--- src/rtl/breadcrumb_waypoint_stack_top_defines.svh ---
// ----------------------------------------------------------------------------
// Breadcrumb waypoint stack assertion macros
// Concurrent assertion wrappers on clk_i; empty when SYNTH is set.
// ----------------------------------------------------------------------------
`ifndef BREADCRUMB_WAYPOINT_STACK_TOP_DEFINES_SVH
`define BREADCRUMB_WAYPOINT_STACK_TOP_DEFINES_SVH

`ifndef SYNTH
`define BWS_ASSERT(lbl, prop) \
  lbl: assert property (@(posedge clk_i) disable iff (!rst_ni) prop) \
    else $error("bws assertion failed");
`define BWS_ASSERT_ALWAYS(lbl, prop) \
  lbl: assert property (@(posedge clk_i) prop) \
    else $error("bws assertion failed");
`else
`define BWS_ASSERT(lbl, prop)
`define BWS_ASSERT_ALWAYS(lbl, prop)
`endif

`endif

--- src/rtl/bws_ram.sv ---
// ----------------------------------------------------------------------------
// Generic single-port-write RAM
// One write port, one read port, read data registered.
// ----------------------------------------------------------------------------
module bws_ram #(
  parameter int Width = 8,
  parameter int Depth = 16
) (
  input  logic                     clk_i,
  input  logic                     we_i,
  input  logic [$clog2(Depth)-1:0] waddr_i,
  input  logic [Width-1:0]         wdata_i,
  input  logic                     re_i,
  input  logic [$clog2(Depth)-1:0] raddr_i,
  output logic [Width-1:0]         rdata_o
);

  logic [Width-1:0] mem_q [Depth];
  logic [Width-1:0] rdata_q;

  always_ff @(posedge clk_i) begin
    if (we_i) begin
      mem_q[waddr_i] <= wdata_i;
    end
    if (re_i) begin
      rdata_q <= mem_q[raddr_i];
    end
  end

  assign rdata_o = rdata_q;

endmodule

--- config.mk ---
export PLATFORM = sky130hd
export DESIGN_NAME = bws_ram
export DESIGN_NICKNAME = d
export VERILOG_FILES = /design/src/rtl/breadcrumb_waypoint_stack_top_defines.svh /design/src/rtl/bws_ram.sv
export SDC_FILE = /design/constraint.sdc
export NUM_CORES = 1
export LEC_CHECK = 0
export ABC_CLOCK_PERIOD_IN_PS = 5800
export BUFFER_PORTS_ARGS = -buffer_cell sky130_fd_sc_hd__buf_2
export CAP_MARGIN = 20
export CORE_MARGIN = 5
export CORE_UTILIZATION = 65
export CTS_CLUSTER_SIZE = 20
export DETAILED_ROUTE_END_ITERATION = 7
export GPL_TIMING_DRIVEN = 1
export PLACE_DENSITY = 0.83
export RECOVER_POWER = 100
export SLEW_MARGIN = 30
export SYNTH_ARGS = -nofsm -noshare
export SYNTH_HDL_FRONTEND = slang
export SYNTH_SLANG_ARGS = --single-unit
--- constraint.sdc ---
create_clock -name clk_i -period 5.8 [get_ports clk_i]
set_clock_uncertainty 0.1 [all_clocks]
set_input_delay 1.45 -clock clk_i [delete_from_list [all_inputs] [get_ports clk_i]]
set_output_delay 1.45 -clock clk_i [all_outputs]
set_load 0.01 [all_outputs]
==> flow_summary.toml <==
[placement]
io_buffers = 26
globalplace.congestion = 0.7631
dp_hpwl_um = 5822
place_area_um2 = 5426
placedCellCount = 349

[status]
violations = "capacitance limit, slew limit"
status = "finished, violations left"

[clocking]
cts_tree = "done"
cts_sinks = 136
path_clk_slew_ns = 0.06
cts_buffers = 17
h-tree-depth = 4
postCtsSetupRepairBufs = 0
holdBufCountCts = 0
cts_buffer_depth = 2
ctsResizeCount = 0
worstSkewPairLatency_ns = 0.51
cts_root_buf = "clkbuf_8"

[worst_setup_path]
start_kind = "input pin"
slowest_delay_ns = 1.36
crit_path_end_kind = "flop"
crit_required_ns = 5.80
critPathSlowestCell = "nor3_1"
cp_num_buf_inv = 1
cp_cell_sequence = "clkbuf_1 -> nand3_1 -> nor3_1"
cp_max_fo = 8
path_class = "input pin to flop"
crit_family = "simple AND/OR/NAND/NOR gates"
crit_arrival_ns = 3.19

[finish]
fin_cells = 380
final_nets = 285
postLayoutCellArea_um2 = 5933
area_growth_pct = 13.50
drive_gt1_frac = 0.1942
num_antenna_cells = 0

[die]
die_x_um = 99.68
std_cell_rows = 32
start_util = 0.6730
design.core.area_um2 = 7767
die_area_um2 = 9936
io_pins = 27
fp.dieH_um = 99.68

[power]
power_leakage_nw = 1.917
powerDensity_nw_per_um2 = 369.8
finalPower_w = 0.002194
combPwrFrac = 0.043
irDropWorstVdd_mv = 0.4726
p_sw_frac = 0.2041
p_switching_w = 0.0004478
seqPwrFrac = 0.508
p_int_w = 0.001747
pwr-share-clk = 0.449

[drt]
drt_first_iter_violations = 467
antenna_left = 0
drcViolationCount = 0
vias_per_cell = 6.613
routed_wl_um = 10270
first_pass_iters = 5
routedWlPerCell_um = 27.02
vias = 2513

[logic_synthesis]
syn_nets = 248
ys.flop_type = "edfxtp_1"
synth.distinct_cells = 18
ys_seq_area_frac = 0.7812
yosysWarnings = 0
synth_top_family_by_area = "multiplexers"
synth_edf_count = 136
synth-async-reset-ratio = 0
synth-xor-area-share = 0
synth_fa_ha_area_frac = 0
yosys.area_share.simple = 0.03135
synth_top_area_frac = 0.7812
muxShareOfSynthArea = 0.1479
synthTopCellsByArea = "edfxtp_1 (78%), mux4_2 (7.8%), mux4_1 (7.0%)"
synth_compound_area_frac = 0.02298
avgSynthCellArea_um2 = 22.83
synthTopCellsByCount = "edfxtp_1 (136), mux4_2 (18), a22oi_1 (16)"
yosysTopAreaCell = "edfxtp_1"
syn-instance-count = 229
yosysMostFrequentCell = "edfxtp_1"
netlist_area_um2 = 5228
synth-seq-cells = 136

[grt]
grt_remaining_overflow = 0
antenna_found_initial = 0
track_usage = 0.2234
grt_pass1_wl_um = 15300
grt_max_degree = 33
grt_pass1_vias = 2503

[timing]
fmax_mhz = 313.1
grt_setup_unrepaired = "no"
fin_crit_sh = 0.5506
final-setup-viol-count = 0
tns_ns = 0
slew_headroom = -0.1671
fin_hold_ws_ns = 0.6575
worst_pin_slew_ns = 1.737
period_minus_slack_ns = 3.194
hold_viol_final = 0
slew_violations = 9

[hold_path]
min_path_type = "flop to flop"

[run]
cap_violations = 1
## worst register-to-register path: cells and delay by family (launching register included)
family	cells	cell delay, ns
multiplexers	1	0.52
flip-flops	1	0.36
AO/OA/AOI/OAI	1	0.28
AND/OR/NAND/NOR	1	0.10
## power groups by stage
stage	Clock, W	Sequential (W)	Combinational [W]
after floorplan	0	0.00113	0.0000559
after global placement	0	0.00113	0.0000932
after detailed placement	0	0.00113	0.0000967
after CTS	0.000990	0.00111	0.0000983
after global routing	0.00104	0.00112	0.000102
final	0.000984	0.00111	0.0000949
## placed cells by master, fill, tap and decap left out
master,instances
mux4_1,14
and2b_1,1
bufinv_16,2
nand3b_1,2
nor3_1,4
clkbuf_8,1
clkbuf_16,16
or3b_2,1
and2_1,1
buf_2,6
nand3_1,1
a22oi_1,16
clkinv_1,3
clkinv_2,3
nor2_1,13
clkinvlp_4,4
clkinv_4,1
edfxtp_1,136
clkbuf_1,21
nand2_1,9
inv_6,1
nand2b_1,2
nor2b_1,1
mux4_2,18
buf_4,1
## routing by layer
metal | up-vias | track usage | routed length (µm)
met2 | 173 | 0.3407 | 5091
met1 | 1267 | 0.3179 | 4077
met4 | 0 | 0.07878 | 172
met3 | 15 | 0.05961 | 928
met5 | - | 0 | 0
li1 | 1058 | - | -
## state kept, by name, summed over array words and instances (netlist names)
signal	cells
mem_q	128
rdata_o	8
## metrics by stage
step,setup WS (ns),util
after floorplan,2.757,-
after global placement,2.121,0.6976
after detailed placement,2.468,0.6986
after CTS,2.971,0.7692
after global routing,2.585,0.7639
final,2.606,0.7639
## final timing paths
path                  end  cells past startpoint  slack, ns   startpoint
min reg2reg    rdata_o[3]                      3       0.66  mem_q[4][3]
min            rdata_o[3]                      3       0.66  mem_q[4][3]
max reg2reg    rdata_o[4]                      3       4.18  mem_q[9][4]
max          mem_q[12][2]                      3       2.61   waddr_i[3]
## cells by family (layout without fill, tap and decap cells)
group	after synthesis	in the layout
DFF	136	136
buffers and inverters	10	59
muxes	32	32
AOI/OAI and AO/OA	16	16
and+or+nand+nor	35	35
## final cells by class
cell class,instances,area (µm²)
multi-input cells,83,1057
flip-flops and latches,136,4084
well taps,102,127.6
repair buffers,28,116.4
clock buffers,17,414.1
clock inverters,14,133.9
fillers,408,1834
(Power assumes the default switching activity.)
