<file path="config.mk">
export PLATFORM = sky130hd
export DESIGN_NAME = bws_dist
export DESIGN_NICKNAME = d
export VERILOG_FILES = /design/src/rtl/breadcrumb_waypoint_stack_top_defines.svh /design/src/rtl/bws_pkg.sv /design/src/rtl/bws_dist.sv
export SDC_FILE = /design/constraint.sdc
export NUM_CORES = 2
export LEC_CHECK = 0
export ABC_AREA = 1
export BUFFER_PORTS_ARGS = -buffer_cell sky130_fd_sc_hd__buf_2
export CAP_MARGIN = 40
export CORE_MARGIN = 1.5
export CORE_UTILIZATION = 29
export DETAILED_ROUTE_END_ITERATION = 16
export PLACE_DENSITY = 0.46
export SETUP_SLACK_MARGIN = 0.5
export SKIP_LAST_GASP = 1
export SYNTH_ARGS = -nofsm -noshare
export SYNTH_HDL_FRONTEND = slang
export SYNTH_SLANG_ARGS = --single-unit
</file>
<file path="constraint.sdc">
create_clock -name clk_i -period 9.85 [get_ports clk_i]
set_clock_uncertainty 0.2 [all_clocks]
set_input_delay 1.97 -clock clk_i [delete_from_list [all_inputs] [get_ports clk_i]]
set_output_delay 1.97 -clock clk_i [all_outputs]
set_load 0.005 [all_outputs]
</file>
<file path="src/rtl/breadcrumb_waypoint_stack_top_defines.svh">
// ----------------------------------------------------------------------------
// Breadcrumb waypoint stack assertion macros
// Concurrent assertion wrappers on clk_i; empty when SYNTH is set.
// ----------------------------------------------------------------------------
`ifndef BREADCRUMB_WAYPOINT_STACK_TOP_DEFINES_SVH
`define BREADCRUMB_WAYPOINT_STACK_TOP_DEFINES_SVH

`ifndef SYNTH
`define BWS_ASSERT(lbl, prop) \
  lbl: assert property (@(posedge clk_i) disable iff (!rst_ni) prop) \
    else $error("bws assertion failed");
`define BWS_ASSERT_ALWAYS(lbl, prop) \
  lbl: assert property (@(posedge clk_i) prop) \
    else $error("bws assertion failed");
`else
`define BWS_ASSERT(lbl, prop)
`define BWS_ASSERT_ALWAYS(lbl, prop)
`endif

`endif

</file>
<file path="src/rtl/bws_pkg.sv">
// ----------------------------------------------------------------------------
// Breadcrumb waypoint stack package
// Shared widths, codes, reset values and interface types.
// ----------------------------------------------------------------------------
package bws_pkg;

  localparam int StackDepth = 1024;
  localparam int CoordW     = 32;
  localparam int EntryW     = 3 * CoordW;
  localparam int MinStepW   = 31;
  localparam int PopW       = 16;
  localparam int KindW      = 3;
  localparam int CfgIdxW    = 2;
  localparam int CfgDataW   = 31;

  localparam logic [KindW-1:0] KindAdd   = 3'd0;
  localparam logic [KindW-1:0] KindPeek  = 3'd1;
  localparam logic [KindW-1:0] KindNext  = 3'd2;
  localparam logic [KindW-1:0] KindStop  = 3'd3;
  localparam logic [KindW-1:0] KindStart = 3'd4;

  localparam logic [CfgIdxW-1:0] CfgMinStep  = 2'd0;
  localparam logic [CfgIdxW-1:0] CfgPopLimit = 2'd1;

  localparam logic [MinStepW-1:0] MinStepReset  = 31'd262144;
  localparam logic [PopW-1:0]     PopLimitReset = 16'd10000;
  localparam logic [CoordW-1:0]   Sentinel      = 32'hFFFE_0000;

  typedef struct packed {
    logic done;
    logic far;
  } dist_status_t;

endpackage

</file>
<file path="src/rtl/bws_dist.sv">
// ----------------------------------------------------------------------------
// Breadcrumb waypoint stack step-distance unit
// Squares dx, dy and the minimum step on one shared multiplier, then compares.
// ----------------------------------------------------------------------------
module bws_dist (
  input  logic                           clk_i,
  input  logic                           rst_ni,
  input  logic                           start_i,
  input  logic [bws_pkg::CoordW-1:0]     top_x_i,
  input  logic [bws_pkg::CoordW-1:0]     top_y_i,
  input  logic [bws_pkg::CoordW-1:0]     pos_x_i,
  input  logic [bws_pkg::CoordW-1:0]     pos_y_i,
  input  logic [bws_pkg::MinStepW-1:0]   min_step_i,
  output bws_pkg::dist_status_t          status_o
);

  localparam int W  = bws_pkg::CoordW;
  localparam int PW = 2 * W;

  localparam logic [2:0] D_IDLE = 3'd0;
  localparam logic [2:0] D_SQX  = 3'd1;
  localparam logic [2:0] D_SQY  = 3'd2;
  localparam logic [2:0] D_SQM  = 3'd3;
  localparam logic [2:0] D_CMP  = 3'd4;

  function automatic logic [W-1:0] abs_diff(input logic [W-1:0] a, input logic [W-1:0] b);
    logic signed [W:0] d;
    logic        [W:0] m;
    d = $signed({a[W-1], a}) - $signed({b[W-1], b});
    m = d[W] ? (~d + 1'b1) : d;
    return m[W-1:0];
  endfunction

  logic [2:0]    state_q, state_d;
  logic [W-1:0]  dx_q, dy_q;
  logic [W-1:0]  m_q;
  logic [PW-1:0] sx_q, sy_q, mm_q;
  logic [W-1:0]  op;
  logic [PW-1:0] prod;
  logic [PW:0]   sum;

  always_comb begin
    case (state_q)
      D_SQX:   op = dx_q;
      D_SQY:   op = dy_q;
      default: op = m_q;
    endcase
  end

  assign prod = op * op;
  assign sum  = {1'b0, sx_q} + {1'b0, sy_q};

  always_comb begin
    case (state_q)
      D_IDLE:  state_d = start_i ? D_SQX : D_IDLE;
      D_SQX:   state_d = D_SQY;
      D_SQY:   state_d = D_SQM;
      D_SQM:   state_d = D_CMP;
      default: state_d = D_IDLE;
    endcase
  end

  always_ff @(posedge clk_i or negedge rst_ni) begin
    if (!rst_ni) begin
      state_q <= D_IDLE;
    end else begin
      state_q <= state_d;
    end
  end

  always_ff @(posedge clk_i) begin
    if (state_q == D_IDLE && start_i) begin
      dx_q <= abs_diff(top_x_i, pos_x_i);
      dy_q <= abs_diff(top_y_i, pos_y_i);
      m_q  <= {1'b0, min_step_i};
    end
    if (state_q == D_SQX) begin
      sx_q <= prod;
    end
    if (state_q == D_SQY) begin
      sy_q <= prod;
    end
    if (state_q == D_SQM) begin
      mm_q <= prod;
    end
  end

  assign status_o.done = (state_q == D_CMP);
  assign status_o.far  = sum > {1'b0, mm_q};

endmodule

</file>
==> impl_metrics.yaml <==
routing:
  drt_iter0_drc: 2282
  viasPerCell: 4.53
  via_count: 39700
  avgRoutedWirePerCell_um: 18.5
  drt-total-wl_um: 162000
  drt_first_pass_iters: 7
  ant_nets: 0
  drc: 0
timing:
  whs_ps: 440
  fin_crit_sh_pct: 92.0
  relSlewSlack_pct: 48.9
  slew_viol_final: 0
  rsz0062_at_grt: "no"
  hold_viol: 0
  min_period_ps: 9070
  setup-tns-final_ps: 0
  worst_pin_slew_ps: 760
  setup_viol: 0
  fmax_mhz: 110
worst_hold_path:
  whs_path_depth: 3
  min_from: "state_q[0]$_DFF_PN0_"
  min_to: "state_q[0]$_DFF_PN0_"
  hold_path_class: "register to register"
logic_synthesis:
  yosys.area.top_type: "fa_1"
  ys_top_cells_by_count: "inv_1 (1602), nand2_1 (1099), fa_1 (795)"
  synthArstFlopShare_pct: 1.05
  ys_warn_count: 0
  yosysUniqueCellTypes: 54
  ys.flop_type: "edfxtp_1"
  ys_ff_latch: 287
  ys_top_cells_by_area: "fa_1 (31%), edfxtp_1 (17%), ha_1 (12%), inv_1 (12%), nand2_1 (8.1%)"
  syn_nets: 7640
  synth.cell_area_um2: 51100
  synth-edff-count: 284
  avgSynthCellArea_um2: 8.24
  synthMostInstantiatedCell: "inv_1"
  yosysTopAreaCellShare_pct: 31.1
  yosysSeqAreaShare_pct: 16.8
  netlist_instances: 6202
placement:
  place_inst: 8673
  io_buffers: 163
  hpwl_um: 139000
  place_congestion: 0.944
final_layout:
  utilization_pct: 32.4
  final_cells: 8753
  antenna_cells: 0
  drive_gt1_share_pct: 6.32
  syn_to_final_growth_pct: 10.5
  nets: 7839
clock_tree:
  clkSlewWorstSetupHoldPaths_ps: 60
  cts_tree: "built"
  numCtsBuffers: 36
  hold_buffers: 0
  cts_max_level: 2
  cts.sinks: 287
  root_buffer: "clkbuf_16"
  clock_latency_ps: 590
  cts.path.max_buffers: 3
floorplan:
  dieArea_um2: 179000
  core_um2: 174000
  dieWidth_um: 423
  initial_core_util_pct: 29.3
  rows: 153
  dieHeight_um: 423
  io-pin-count: 164
setup_path:
  criticalPathCategory: "register to register"
  timing.rr.end: "mm_q[40]$_DFFE_PP_"
  cp.arrival_ps: 9200
  rr_worst_depth: 26
  required_ps: 9990
  r2r-start: "state_q[2]$_DFF_PN0_"
  critPathMaxFanout: 27
  startpoint_type: "register"
  crit_path_start: "state_q[2]$_DFF_PN0_"
  crit_path_end_kind: "register"
  reg2reg_slack_ps: 780
status:
  status: "finished, final reports clean"
grt:
  grt_max_degree: 70
  grt_pass1_vias: 42200
  antenna_found_initial: 7
  grt_overflow_total: 0
  grt_pass1_wl_um: 248000
  grtUsageTotal_pct: 18.1
run:
  drv_cap: 0
-- logic make-up (layout without fill, tap and decap cells) --
kind of cell	Yosys count	after routing	share of synthesized area, %
adders and majority gates	1276	1276	42.9
buffers and inverters	1721	1947	12.8
xor gates and xnor gates	220	220	3.90
DFF	287	287	16.8
AOI/OAI and AO/OA	571	571	6.73
and+or+nand+nor	2127	2127	16.8
-- how the worst max path moves through the flow --
| stage | to | slack, ps | cells after the start |
|---|---|---|---|
| floorplan | mm_q[50]$_DFFE_PP_ | 1340 | 30 |
| global placement | mm_q[51]$_DFFE_PP_ | 330 | 30 |
| detailed placement | mm_q[51]$_DFFE_PP_ | 280 | 30 |
| CTS | sx_q[36]$_DFFE_PN_ | 500 | 29 |
| global route | mm_q[51]$_DFFE_PP_ | 490 | 29 |
| finish | mm_q[40]$_DFFE_PP_ | 780 | 26 |
-- per-layer routing --
layer	routed length, um	GRT usage, %
met5	91	0
met3	8080	2.49
met1	74400	24.4
met4	5230	5.11
met2	73900	30.1
-- flip-flops by register name (all words and copies together), names as in the netlist --
| name | flops |
|---|---|
| m_q | 31 |
| dy_q | 32 |
| sy_q | 63 |
| mm_q | 63 |
| dx_q | 32 |
| state_q | 3 |
| sx_q | 63 |
-- placed cells by master, fill, tap and decap left out, types with 10 or more instances in the layout --
cell | Yosys | routed
a21oi_4 | 6 | 13
nand3_1 | 175 | 174
buf_2 | 53 | 163
o21bai_1 | 25 | 25
clkbuf_1 | 29 | 10
a31oi_1 | 45 | 45
xnor2_1 | 66 | 64
o21ai_1 | 10 | 10
edfxtp_1 | 284 | 284
inv_2 | 26 | 24
nor3_1 | 40 | 38
nor4_1 | 17 | 16
a21oi_1 | 240 | 234
inv_1 | 1602 | 1601
nand4_1 | 30 | 30
a21o_1 | 30 | 30
o21ai_0 | 118 | 117
a22o_1 | 31 | 31
nor2_1 | 715 | 713
nand3b_1 | 19 | 19
xor2_1 | 145 | 144
nand2_1 | 1099 | 1099
a21oi_2 | 19 | 18
clkbuf_16 | 0 | 38
fa_1 | 795 | 795
ha_1 | 481 | 481
buf_4 | 6 | 72
-- cell type report --
type / count / area [um^2]
Fill cell: 18700 / 118000
Multi-Input combinational cell: 4194 / 36100
Sequential cell: 287 / 8600
Inverter: 1632 / 6140
Tap cell: 2325 / 2910
Timing Repair Buffer: 250 / 1600
Clock buffer: 48 / 988
Clock inverter: 17 / 119
-- per-stage QoR --
step,setup WS (ps),instance area [um^2]
final,785,56500
after global routing,493,56500
after CTS,502,56300
after detailed placement,284,55100
after global placement,329,55100
after floorplan,1340,51100
-- critical path: stages, from the launching register on --
cell,delay (ps)
dfrtp_1,480
nor3_4,340
inv_2,60
nand2_1,100
inv_2,90
buf_12,210
a21oi_4,400
buf_6,320
nor2_1,100
fa_1,510
inv_1,80
fa_1,510
fa_1,480
fa_1,650
inv_1,100
fa_1,560
fa_1,430
fa_1,520
fa_1,420
ha_1,390
a21oi_1,290
o21ai_0,240
a21oi_1,300
o21ai_0,190
a21oi_1,290
o21ai_0,150
xor2_1,360
-- repair_timing --
item,4_1_cts,5_1_grt
setup buffers,6,9
pin swaps,3,6
gates cloned,0,0
hold endpoints to repair,0,0
gates resized for setup,4,21
setup endpoints to repair,12,72
Power is left out: the tool's default activity adds up to more than one toggle a clock period on the data nets, which glitch-free logic cannot reach.
